**src/dhti_pkg.sv**
```systemverilog
// Shared types and constants for the double-hashing table insert block.
package dhti_pkg;

    localparam int INDEX_BITS  = 6;
    localparam int KEY_BITS    = 12;
    localparam int TABLE_SLOTS = 1 << INDEX_BITS;
    localparam int STEP_BITS   = KEY_BITS - INDEX_BITS;
    localparam int COUNT_BITS  = INDEX_BITS + 1;
    localparam int SUM_BITS    = 32;

    typedef enum logic [0:0] {
        OP_INSERT = 1'b0,
        OP_READ   = 1'b1
    } opcode_t;

    typedef struct packed {
        logic [0:0]            opcode;
        logic [KEY_BITS-1:0]   key;
        logic [INDEX_BITS-1:0] slot_select;
    } req_t;

    typedef struct packed {
        logic [INDEX_BITS-1:0] slot;
        logic [KEY_BITS-1:0]   slot_key;
        logic                  slot_used;
        logic [COUNT_BITS-1:0] probes;
        logic [SUM_BITS-1:0]   probe_total;
        logic                  table_full;
    } rsp_t;

    // Position on the probe path: current slot and number of moves taken.
    typedef struct packed {
        logic [INDEX_BITS-1:0] idx;
        logic [COUNT_BITS-1:0] count;
    } probe_pos_t;

endpackage

```
**src/dhti_table.sv**
```systemverilog
// Slot storage: occupied flags in flops and the key memory with registered read.
module dhti_table
    import dhti_pkg::*;
(
    input  logic                  clk,
    input  logic                  rst_n,
    input  logic [INDEX_BITS-1:0] addr,
    input  logic                  wr_en,
    input  logic [KEY_BITS-1:0]   wr_key,
    output logic                  used,
    output logic [KEY_BITS-1:0]   rd_key
);

    logic [TABLE_SLOTS-1:0] mark_reg;
    logic [KEY_BITS-1:0]    key_mem [TABLE_SLOTS];

    // Set the occupied flag of the slot being written
    always_ff @(posedge clk or negedge rst_n)
    begin
        if (!rst_n)
        begin
            mark_reg <= '0;
        end
        else if (wr_en)
        begin
            mark_reg[addr] <= 1'b1;
        end
    end

    // Write the key and register the read of the addressed slot
    always_ff @(posedge clk)
    begin
        if (wr_en)
        begin
            key_mem[addr] <= wr_key;
        end
        rd_key <= key_mem[addr];
    end

    assign used = mark_reg[addr];

endmodule

```
**src/dhti_step_unit.sv**
```systemverilog
// Shared probe step: advance the slot by the odd step modulo the table size.
module dhti_step_unit
    import dhti_pkg::*;
(
    input  probe_pos_t            cur,
    input  logic [STEP_BITS-1:0]  step,
    output probe_pos_t            nxt
);

    logic [INDEX_BITS-1:0] step_idx;

    // Force the step odd and fold it into the index width
    always_comb
    begin
        step_idx    = INDEX_BITS'({step[STEP_BITS-1:1], 1'b1});
        nxt.idx     = cur.idx + step_idx;
        nxt.count   = cur.count + COUNT_BITS'(1);
    end

endmodule

```
**src/double_hash_table_insert.sv**
```systemverilog
// Top level: sequencer, running probe total and result register of the hash table.
//
// Usage:
//   Requests arrive on req_valid / req_stall / req. A transaction is taken at a
//   rising edge with req_valid high and req_stall low. An insert (opcode 0)
//   places the key by double hashing: home slot is the low index bits, the step
//   is the high key bits forced odd. A read (opcode 1) returns one slot.
//   Every request gives exactly one result on rsp_valid / rsp_stall / rsp.
// Timing:
//   One request is worked at a time; req_stall stays high until it is done.
//   The probe loop checks one slot per cycle through the shared step adder.
//   An insert moves from its home slot by the step through S_PROBE until a
//   free slot turns up, then loads its result in S_FINISH. A read waits in
//   S_RDWAIT for one key memory read; an insert into a full table goes to S_FINISH.
//   The next request is taken the cycle after the result is loaded.
// Reset:
//   rst_n clears all occupied flags, the used count and the probe total.
// Stall:
//   A result waits in the output register while rsp_stall is high; a new
//   request may still be taken and worked, and holds at its end until the
//   output register frees.
module double_hash_table_insert
    import dhti_pkg::*;
(
    input  logic clk,
    input  logic rst_n,
    input  logic req_valid,
    output logic req_stall,
    input  req_t req,
    output logic rsp_valid,
    input  logic rsp_stall,
    output rsp_t rsp
);

    typedef enum logic [3:0] {
        S_IDLE   = 4'b0001,
        S_PROBE  = 4'b0010,
        S_RDWAIT = 4'b0100,
        S_FINISH = 4'b1000
    } state_t;

    state_t                state_reg, state_next;
    probe_pos_t            pos_reg, pos_next;
    probe_pos_t            step_pos;
    logic [STEP_BITS-1:0]  step_reg, step_next;
    logic [KEY_BITS-1:0]   key_reg, key_next;
    logic                  read_reg, read_next;
    logic                  full_reg, full_next;
    logic [COUNT_BITS-1:0] probes_reg, probes_next;
    logic [COUNT_BITS-1:0] used_count_reg, used_count_next;
    logic [SUM_BITS-1:0]   total_reg, total_next;
    rsp_t                  rsp_reg, rsp_next;
    logic                  rsp_valid_reg, rsp_valid_next;

    logic                  wr_en;
    logic                  slot_used;
    logic [KEY_BITS-1:0]   rd_key;
    logic                  out_free;
    logic [SUM_BITS:0]     sum_wide;

    dhti_table u_table (
        .clk    (clk),
        .rst_n  (rst_n),
        .addr   (pos_reg.idx),
        .wr_en  (wr_en),
        .wr_key (key_reg),
        .used   (slot_used),
        .rd_key (rd_key)
    );

    dhti_step_unit u_step (
        .cur  (pos_reg),
        .step (step_reg),
        .nxt  (step_pos)
    );

    assign out_free = !rsp_valid_reg || !rsp_stall;
    assign wr_en    = (state_reg == S_PROBE) && !slot_used;
    assign sum_wide = {1'b0, total_reg} + (SUM_BITS + 1)'(probes_reg);

    // Sequence one request through probe, read and result load
    always_comb
    begin
        state_next      = state_reg;
        pos_next        = pos_reg;
        step_next       = step_reg;
        key_next        = key_reg;
        read_next       = read_reg;
        full_next       = full_reg;
        probes_next     = probes_reg;
        used_count_next = used_count_reg;
        total_next      = total_reg;
        rsp_next        = rsp_reg;
        rsp_valid_next  = rsp_valid_reg && rsp_stall;

        unique case (state_reg)
            S_IDLE:
            begin
                if (req_valid)
                begin
                    key_next    = req.key;
                    step_next   = req.key[KEY_BITS-1:INDEX_BITS];
                    read_next   = (req.opcode == OP_READ);
                    full_next   = 1'b0;
                    probes_next = '0;
                    pos_next.count = '0;
                    if (req.opcode == OP_READ)
                    begin
                        pos_next.idx = req.slot_select;
                        state_next   = S_RDWAIT;
                    end
                    else if (used_count_reg == COUNT_BITS'(TABLE_SLOTS))
                    begin
                        pos_next.idx = '0;
                        full_next    = 1'b1;
                        state_next   = S_FINISH;
                    end
                    else
                    begin
                        pos_next.idx = req.key[INDEX_BITS-1:0];
                        state_next   = S_PROBE;
                    end
                end
            end
            S_PROBE:
            begin
                if (!slot_used)
                begin
                    // Claim the free slot; home counts as one probe
                    probes_next     = (pos_reg.count == '0) ? COUNT_BITS'(1) : pos_reg.count;
                    used_count_next = used_count_reg + COUNT_BITS'(1);
                    state_next      = S_FINISH;
                end
                else
                begin
                    pos_next = step_pos;
                end
            end
            S_RDWAIT:
            begin
                state_next = S_FINISH;
            end
            S_FINISH:
            begin
                if (out_free)
                begin
                    rsp_valid_next       = 1'b1;
                    rsp_next.slot        = pos_reg.idx;
                    rsp_next.table_full  = full_reg;
                    rsp_next.probes      = probes_reg;
                    if (read_reg)
                    begin
                        rsp_next.slot_used = slot_used;
                        rsp_next.slot_key  = slot_used ? rd_key : '0;
                    end
                    else
                    begin
                        rsp_next.slot_used = !full_reg;
                        rsp_next.slot_key  = full_reg ? '0 : key_reg;
                        // Saturate the running probe total
                        if (!full_reg)
                        begin
                            total_next = sum_wide[SUM_BITS] ? '1 : sum_wide[SUM_BITS-1:0];
                        end
                    end
                    rsp_next.probe_total = (read_reg || full_reg) ? total_reg : total_next;
                    state_next           = S_IDLE;
                end
            end
            default:
            begin
                state_next = S_IDLE;
            end
        endcase
    end

    // Control state
    always_ff @(posedge clk or negedge rst_n)
    begin
        if (!rst_n)
        begin
            state_reg      <= S_IDLE;
            used_count_reg <= '0;
            total_reg      <= '0;
            rsp_valid_reg  <= 1'b0;
        end
        else
        begin
            state_reg      <= state_next;
            used_count_reg <= used_count_next;
            total_reg      <= total_next;
            rsp_valid_reg  <= rsp_valid_next;
        end
    end

    // Working payload and result register
    always_ff @(posedge clk)
    begin
        pos_reg    <= pos_next;
        step_reg   <= step_next;
        key_reg    <= key_next;
        read_reg   <= read_next;
        full_reg   <= full_next;
        probes_reg <= probes_next;
        rsp_reg    <= rsp_next;
    end

    assign req_stall = (state_reg != S_IDLE);
    assign rsp_valid = rsp_valid_reg;
    assign rsp       = rsp_reg;

endmodule

```
**config.mk**
```make
export PLATFORM = sky130hd
export DESIGN_NAME = double_hash_table_insert
export DESIGN_NICKNAME = d
export VERILOG_FILES = /design/src/dhti_pkg.sv /design/src/dhti_table.sv /design/src/dhti_step_unit.sv /design/src/double_hash_table_insert.sv
export SDC_FILE = /design/constraint.sdc
export NUM_CORES = 1
export LEC_CHECK = 0
export ABC_AREA = 1
export BUFFER_PORTS_ARGS = -buffer_cell sky130_fd_sc_hd__buf_2
export CAP_MARGIN = 20
export CELL_PAD_IN_SITES_DETAIL_PLACEMENT = 1
export CELL_PAD_IN_SITES_GLOBAL_PLACEMENT = 1
export CORE_ASPECT_RATIO = 1.1
export CORE_MARGIN = 2
export CORE_UTILIZATION = 46
export DETAILED_ROUTE_END_ITERATION = 16
export PLACE_DENSITY = 0.87
export SYNTH_ARGS = -nofsm -noshare
export SYNTH_HDL_FRONTEND = slang
export SYNTH_SLANG_ARGS = --single-unit
```
**constraint.sdc**
```tcl
create_clock -name clk -period 3.7 [get_ports clk]
set_clock_uncertainty 0.05 [all_clocks]
set_input_delay 0.74 -clock clk [delete_from_list [all_inputs] [get_ports clk]]
set_output_delay 0.74 -clock clk [all_outputs]
set_load 0.01 [all_outputs]
```
==> qor.log, run 1 <==
[run_status] outcome finished with violations
[run_status] violations in the final reports setup timing
[pwr] combinational share of power 19.8%
[synthesis] flip-flop cell with the highest count after synthesis edfxtp_1
[drt] antenna-violating nets left 0
[timing] setup repair after global routing missed its margin yes
[pwr] power density relative to cell area 661 nW/um2
[drt] Via Count 28100
[synthesis] Seq cells post-synth 981
[clock_tree] buffer depth of the longest clock path 3
[synthesis] net count after synthesis 3155
[drt] Via density 6.23
[pwr] share of total power in sequential cells 45.8%
[synthesis] sequential fraction of the synthesis area 74.2%
[global_routing] number of global-route vias before repair 30100
[floorplanning] width of the die 281 um
[timing] maximum clock rate 268 MHz
[timing] actual slew at the worst max-slew pin 1.10 ns
[synthesis] Synth top cells by count nand2_1, edfxtp_1, inv_1, nor2_1, o21ai_0
[timing] remaining max-slew budget at the tightest pin 27.0%
[pwr] Sw Share 31.6%
[pwr] leakage power figure 16.4 nW
[floorplanning] floorplan row count 111
[cells_and_area] final-stage net count 3334
[global_routing] aggregate global-route resource usage 31.4%
[synthesis] count of unique library cells instantiated by Yosys 46
[placed_design] Final Wtd Congestion 0.892
[critical_path] category of the critical setup timing path reg -> reg
[timing] Final setup violation count 28
[synthesis] count leader, synth nand2_1
[timing] minimum clock period 3.73 ns
[drt] number of design-rule violations left by the first detailed-router iteration 3551
[clock_tree] clock sink count 981
[floorplanning] starting utilization of the core area 46.5%
[drt] DRC Markers 0
[global_routing] gr ovfl total 0
[pwr] Net Switching 9.30 mW
[floorplanning] Core ar. 83500 um2
[cells_and_area] flip-flop count of the largest register, all copies and words added 768
[synthesis] yosys synthesis warning count 0
[pwr] clock network fraction of design power 34.4%
[clock_tree] H-tree levels 3
[run] count of max-cap constraint violations 0
[synthesis] Cell Area, Synth 38800 um2
[global_routing] wire length of the first global-routing pass 199000 um
[clock_tree] insertion delay of the later-clocked pin in the worst-skew pair 0.71 ns
[global_routing] pin count of the biggest net entering global routing 76
[critical_path] start point of the critical path pos_reg[7]$_DFFE_PP_
[floorplanning] chip height 309 um
[floorplanning] I/O pins 84
[synthesis] top-area cell type share of the netlist area 66.7%
[critical_path] Critical Path End Type register
[critical_path] Crit Path Max Fanout 24
[placed_design] half-perimeter wire length after placement 80900 um
[synthesis] post-synth top area cell edfxtp_1
[timing] Setup WS post-layout -0.0339 ns
[floorplanning] area enclosed by the die boundary 86700 um2
[timing] max-slew violation count 0
[hold_path] min-delay worst type in -> async
[synthesis] number of cells produced by synthesis 3115
[pwr] largest vdd supply drop 0.476 mV
[clock_tree] clock tree from TritonCTS built
[cells_and_area] final standard cell utilization of the core 53.4%
[timing] final hold vios 0
[timing] part of the cycle the worst path needs 101%
[synthesis] share of flip-flops with an asynchronous set or reset 11.0%
[drt] Initial DRT Pass Iterations 6
[placed_design] count of input and output buffers 83
[critical_path] Crit path required time 4.04 ns
[critical_path] arrival time at the worst endpoint 4.07 ns
[timing] Min Hold Slack 0.0274 ns
[clock_tree] CTS clk-pin slew, worst paths 0.06 ns
[pwr] Cell Int Power 20.2 mW
[cells_and_area] share of cells above drive strength 1 12.7%
[critical_path] CP Launch Type register
[drt] total routed wirelength 136000 um
[synthesis] Synth area leaders edfxtp_1, nand2_1, dfrtp_1
[placed_design] worst-case setup slack after placement -0.0116 ns
[cells_and_area] area growth from synthesis to layout 14.9%
[drt] Routed WL per cell 30.2 um
[clock_tree] CTS Root Cell clkbuf_16
[synthesis] per-instance average area after synthesis 12.5 um2
[clock_tree] Inserted Clock Buffers 97
[global_routing] initial antenna violation count 2
[critical_path] RR Startpoint pos_reg[7]$_DFFE_PP_
[synthesis] number of synthesized flops with an enable pin 861
==> layout by cell type, fill, tap and decap left out, drive strengths merged, types with 3 or more instances in the layout <==
cell and count:
nor3 26, o2111ai 25, o31ai 6, a221oi 14, edfxtp 861, nand2 1039
bufinv 10, o21bai 45, nor2 138, nand3 80, dfxtp 12, o21ai 113
nand3b 16, clkinvlp 5, a22oi 76, xor2 19, a21oi 50, nand4 108
nor4 5, inv 157, ha 15, dfrtp 107, a22o 27, a21boi 3
clkinv 32, buf 224, xnor2 4, or2 11, clkbuf 128
==> stage by stage <==
step	power (mW)	instances	TNS (ns)	cell area (um2)
after CTS	29.2	4502	0	44500
after global routing	30.1	4503	-4.22	44600
after floorplan	16.5	3115	0	38800
final	29.5	4505	-0.382	44600
after detailed placement	19.1	4321	-0.108	41300
after global placement	18.7	4321	0	41300
==> kinds of logic (layout without fill, tap and decap cells) <==
kind of cell	Yosys count	in the layout	synth area share (%)
compound gates	369	369	6.32
xor+xnor	23	23	0.519
fa+ha+maj	17	17	0.587
buf+inv	298	556	3.10
flops	981	981	74.2
other cells	0	2	0
simple gates	1427	1427	15.2
==> path summary, 6_finish.rpt <==
kind                                                    end  slack, ns  cells past startpoint
max in group asynchronous  u_table.mark_reg[51]$_DFFE_PN0P_       2.70                      2
min in group clk                      step_reg[4]$_DFFE_PP_       0.20                      1
setup reg to reg           u_table.key_mem[13][0]$_DFFE_PP_      -0.03                     16
hold / removal                    total_reg[14]$_DFFE_PN0P_       0.03                      1
hold reg to reg                           rsp[33]$_DFFE_PP_       0.44                      0
setup / recovery           u_table.key_mem[13][0]$_DFFE_PP_      -0.03                     16
==> metal layers <==
layer / wire, um / GRT usage, %
met5: 13 / 0
met4: 10300 / 21.7
met3: 13200 / 6.93
met2: 66900 / 53.1
met1: 45700 / 35.8
==> worst max-delay path, stage by stage, from the launching register on <==
cell      delay (ns)
edfxtp_1        0.52
buf_4           0.29
nand2_1         0.12
o21ai_1         0.25
nand2_1         0.22
nand2_1         0.07
nand2_1         0.08
nand2_1         0.07
nand2_1         0.07
nand2_1         0.09
nor2_2          0.21
nand2_2         0.12
nor2_4          0.19
buf_12          0.16
nand2_1         0.25
nor2_2          0.40
buf_4           0.25
==> final cells by class <==
type	instances	area, um2
antenna	2	5.00
clock buffer	128	2640
clock inverter	50	544
fill	8354	38900
inverter	154	597
multi-input combinational	1836	8950
sequential	981	28800
tap	1130	1410
timing repair buffer	224	1640
==> power groups by stage <==
stage	Clock, mW	Sequential [mW]	Combinational [mW]
floorplan	0	13.8	2.68
global placement	0	13.6	5.06
detailed placement	0	13.7	5.42
CTS	10.2	13.5	5.62
global route	10.5	13.5	6.08
finish	10.1	13.5	5.85
==> repair_timing <==
action | 4_1_cts | 5_1_grt
gates cloned | 0 | 0
hold buffers | 0 | 0
endpoints found under the hold margin | 0 | 0
setup endpoints to repair | 166 | 563
resized for setup | 7 | 25
pin swaps | 1 | 1
buffers inserted | 3 | 1
No activity file was read; power rests on OpenSTA's default activity.
==> inputs of run 2 (changes only) <==
--- a/config.mk
+++ b/config.mk
@@ -15,6 +15,7 @@
 export CORE_UTILIZATION = 46
 export DETAILED_ROUTE_END_ITERATION = 16
 export PLACE_DENSITY = 0.87
+export REMOVE_ABC_BUFFERS = 1
 export SYNTH_ARGS = -nofsm -noshare
 export SYNTH_HDL_FRONTEND = slang
 export SYNTH_SLANG_ARGS = --single-unit
==> run 2 against run 1 <==
Net effect:
- the flow now finishes without violations
- fmax increased by 3.2%
- non-clock buffer count grew 23
- sequential power about the same
- largest cell class unchanged
- largest power group unchanged
- highest routed layer unchanged
==> qor.log, run 2 (synthesized netlist as in run 1, its figures left out) <==
[run_status] outcome finished clean
[placed_design] Final Wtd Congestion 0.879 [-1.5%]
[drt] antenna-violating nets left 0 [unchanged]
[timing] max-slew violation count 0 [unchanged]
[global_routing] pin count of the biggest net entering global routing 109 [+43%]
[global_routing] wire length of the first global-routing pass 190000 um [-4.5%]
[timing] total negative slack 0 ns [+0.382 ns]
[critical_path] arrival time at the worst endpoint 3.95 ns [-0.12 ns]
[floorplanning] chip height 309 um [unchanged]
[timing] part of the cycle the worst path needs 97.8% [-3.2 points]
[cells_and_area] area growth from synthesis to layout 15.0% [about the same]
[floorplanning] Core ar. 83500 um2 [unchanged]
[placed_design] Cell Count Post-Placement 4348 [+0.62%]
[timing] actual slew at the worst max-slew pin 1.21 ns [+0.112 ns]
[pwr] largest vdd supply drop 0.538 mV [+13%]
[timing] remaining max-slew budget at the tightest pin 19.5% [-7.5 points]
[pwr] share of total power in sequential cells 46.5% [+0.7 points]
[global_routing] aggregate global-route resource usage 30.1% [-1.4 points]
[critical_path] CP Launch Type register
[placed_design] half-perimeter wire length after placement 78800 um [-2.6%]
[clock_tree] CTS clk-pin slew, worst paths 0.07 ns [about the same]
[critical_path] Crit Path Max Fanout 33 [+38%]
[pwr] Cell Int Power 19.9 mW [-1.3%]
[clock_tree] clock tree from TritonCTS built
[timing] maximum clock rate 276 MHz [+3.2%]
[floorplanning] starting utilization of the core area 46.5% [unchanged]
[placed_design] count of input and output buffers 83 [unchanged]
[critical_path] category of the critical setup timing path reg -> reg
[cells_and_area] final-stage net count 3359 [+0.75%]
[drt] Routed WL per cell 28.6 um [-5.3%]
[floorplanning] floorplan row count 111 [unchanged]
[pwr] clock network fraction of design power 33.7% [-0.7 points]
[pwr] Sw Share 31.4% [-0.15 points]
[drt] Via density 6.05 [-2.8%]
[pwr] leakage power figure 16.4 nW [+0.50%]
[run] count of max-cap constraint violations 0 [unchanged]
[timing] minimum clock period 3.62 ns [-0.117 ns]
[global_routing] initial antenna violation count 2 [unchanged]
[cells_and_area] most frequent cells in the layout nand2_1, edfxtp_1, buf_4
[cells_and_area] most common library cell in the layout ignoring fill and taps nand2_1
[pwr] combinational share of power 19.9% [about the same]
[drt] Initial DRT Pass Iterations 6 [unchanged]
[pwr] total power consumption of the routed design 29.0 mW [-1.5%]
[drt] DRC Markers 0 [unchanged]
[clock_tree] buffer depth of the longest clock path 3 [unchanged]
[clock_tree] clock sink count 981 [unchanged]
[pwr] power density relative to cell area 651 nW/um2 [-1.5%]
[timing] setup repair after global routing missed its margin no
[global_routing] gr ovfl total 0 [unchanged]
[drt] total routed wirelength 130000 um [-4.6%]
[clock_tree] CTS Root Cell clkbuf_16
[critical_path] Crit path required time 4.03 ns [about the same]
[floorplanning] I/O pins 84 [unchanged]
[drt] Via Count 27400 [-2.2%]
[cells_and_area] share of cells above drive strength 1 12.4% [-0.24 points]
[clock_tree] Inserted Clock Buffers 99 [+2.1%]
[cells_and_area] flip-flop count of the largest register, all copies and words added 768 [unchanged]
[critical_path] Critical Path End Type register
[pwr] Net Switching 9.12 mW [-2.0%]
[timing] Final setup violation count 0 [-100%]
[cells_and_area] count of inserted antenna diode cells 0 [-2]
[clock_tree] H-tree levels 3 [unchanged]
[clock_tree] insertion delay of the later-clocked pin in the worst-skew pair 0.71 ns [about the same]
[drt] number of design-rule violations left by the first detailed-router iteration 3405 [-4.1%]
[clock_tree] number of setup buffers added after CTS 0 [-3]
[timing] final hold vios 0 [unchanged]
[global_routing] number of global-route vias before repair 29100 [-3.4%]
[floorplanning] area enclosed by the die boundary 86700 um2 [unchanged]
[cells_and_area] final standard cell count with taps included and fillers excluded 4535 [+0.67%]
[hold_path] min-delay worst type in -> async
[floorplanning] width of the die 281 um [unchanged]
==> run 2: timing repair <==
item / in CTS / in global routing
resized for setup: 0 / 2
endpoints found under the setup margin: 0 / 15
hold buffers: 0 / 0
==> run 2: layer usage <==
| metal | global-route usage, % | wire length, um | up-vias | part of all wire [%] |
|---|---|---|---|---|
| met5 | 0 | 16 | - | 0.012 |
| met4 | 18.9 | 8980 | 2 | 6.9 |
| met3 | 5.08 | 11200 | 533 | 8.7 |
| met2 | 50.7 | 63700 | 1711 | 49 |
| met1 | 36.2 | 45900 | 13800 | 35 |
| li1 | - | - | 11400 | - |
==> run 2: path summary, 6_finish.rpt <==
check                                                       from  depth (start not counted)  slack, ns                               end
worst min-delay path                                       rst_n                          2       0.03  u_table.mark_reg[17]$_DFFE_PN0P_
max in group asynchronous                                  rst_n                          2       2.98         total_reg[14]$_DFFE_PN0P_
worst max-delay path                        pos_reg[7]$_DFFE_PP_                         14       0.08   u_table.key_mem[5][7]$_DFFE_PP_
worst max register to register              pos_reg[7]$_DFFE_PP_                         14       0.08   u_table.key_mem[5][7]$_DFFE_PP_
worst min register to register  u_table.mark_reg[56]$_DFFE_PN0P_                          2       0.42  u_table.mark_reg[56]$_DFFE_PN0P_
min in group clk                                         req[16]                          1       0.18             step_reg[4]$_DFFE_PP_
==> run 2: power groups by stage <==
stage               clock network, mW  registers, mW  logic [mW]
floorplan                           0           13.8        2.48
global placement                    0           13.6        5.17
detailed placement                  0           13.7        5.47
CTS                              9.85           13.5        5.62
global route                     10.2           13.5        6.05
finish                           9.77           13.5        5.77
==> run 2: worst max-delay path, stage by stage (launching register included) <==
cell and delay (ns):
edfxtp_1 0.42, buf_4 0.37, o21ai_0 0.20, nand2_1 0.09, nand2_1 0.06, nand2_1 0.07
nand2_1 0.08, nand2_1 0.08, nand2_1 0.06, nor2_2 0.16, nand2_2 0.09, nor2_4 0.45
nand2_1 0.39, nor2_1 0.45, buf_4 0.27
==> run 2: layout make-up <==
cell class / instances / area [um2]
Multi-Input combinational cell: 1836 / 8860
Fill cell: 8412 / 38900
Clock inverter: 51 / 449
Inverter: 154 / 598
Sequential cell: 981 / 28800
Tap cell: 1130 / 1410
Clock buffer: 136 / 2660
Timing Repair Buffer: 247 / 1820
==> run 2: metrics by stage <==
step | utilization (%) | hold slack, ns | setup WS [ns] | cell area [um2]
floorplan | - | 0.374 | -2.59 | 38200
global placement | 49.7 | 0.388 | 0.481 | 41500
detailed placement | 49.7 | 0.408 | 0.261 | 41500
CTS | 53.4 | 0.104 | 0.0890 | 44600
global route | 53.4 | 0.129 | 0.0175 | 44600
finish | 53.4 | 0.0252 | 0.0830 | 44600
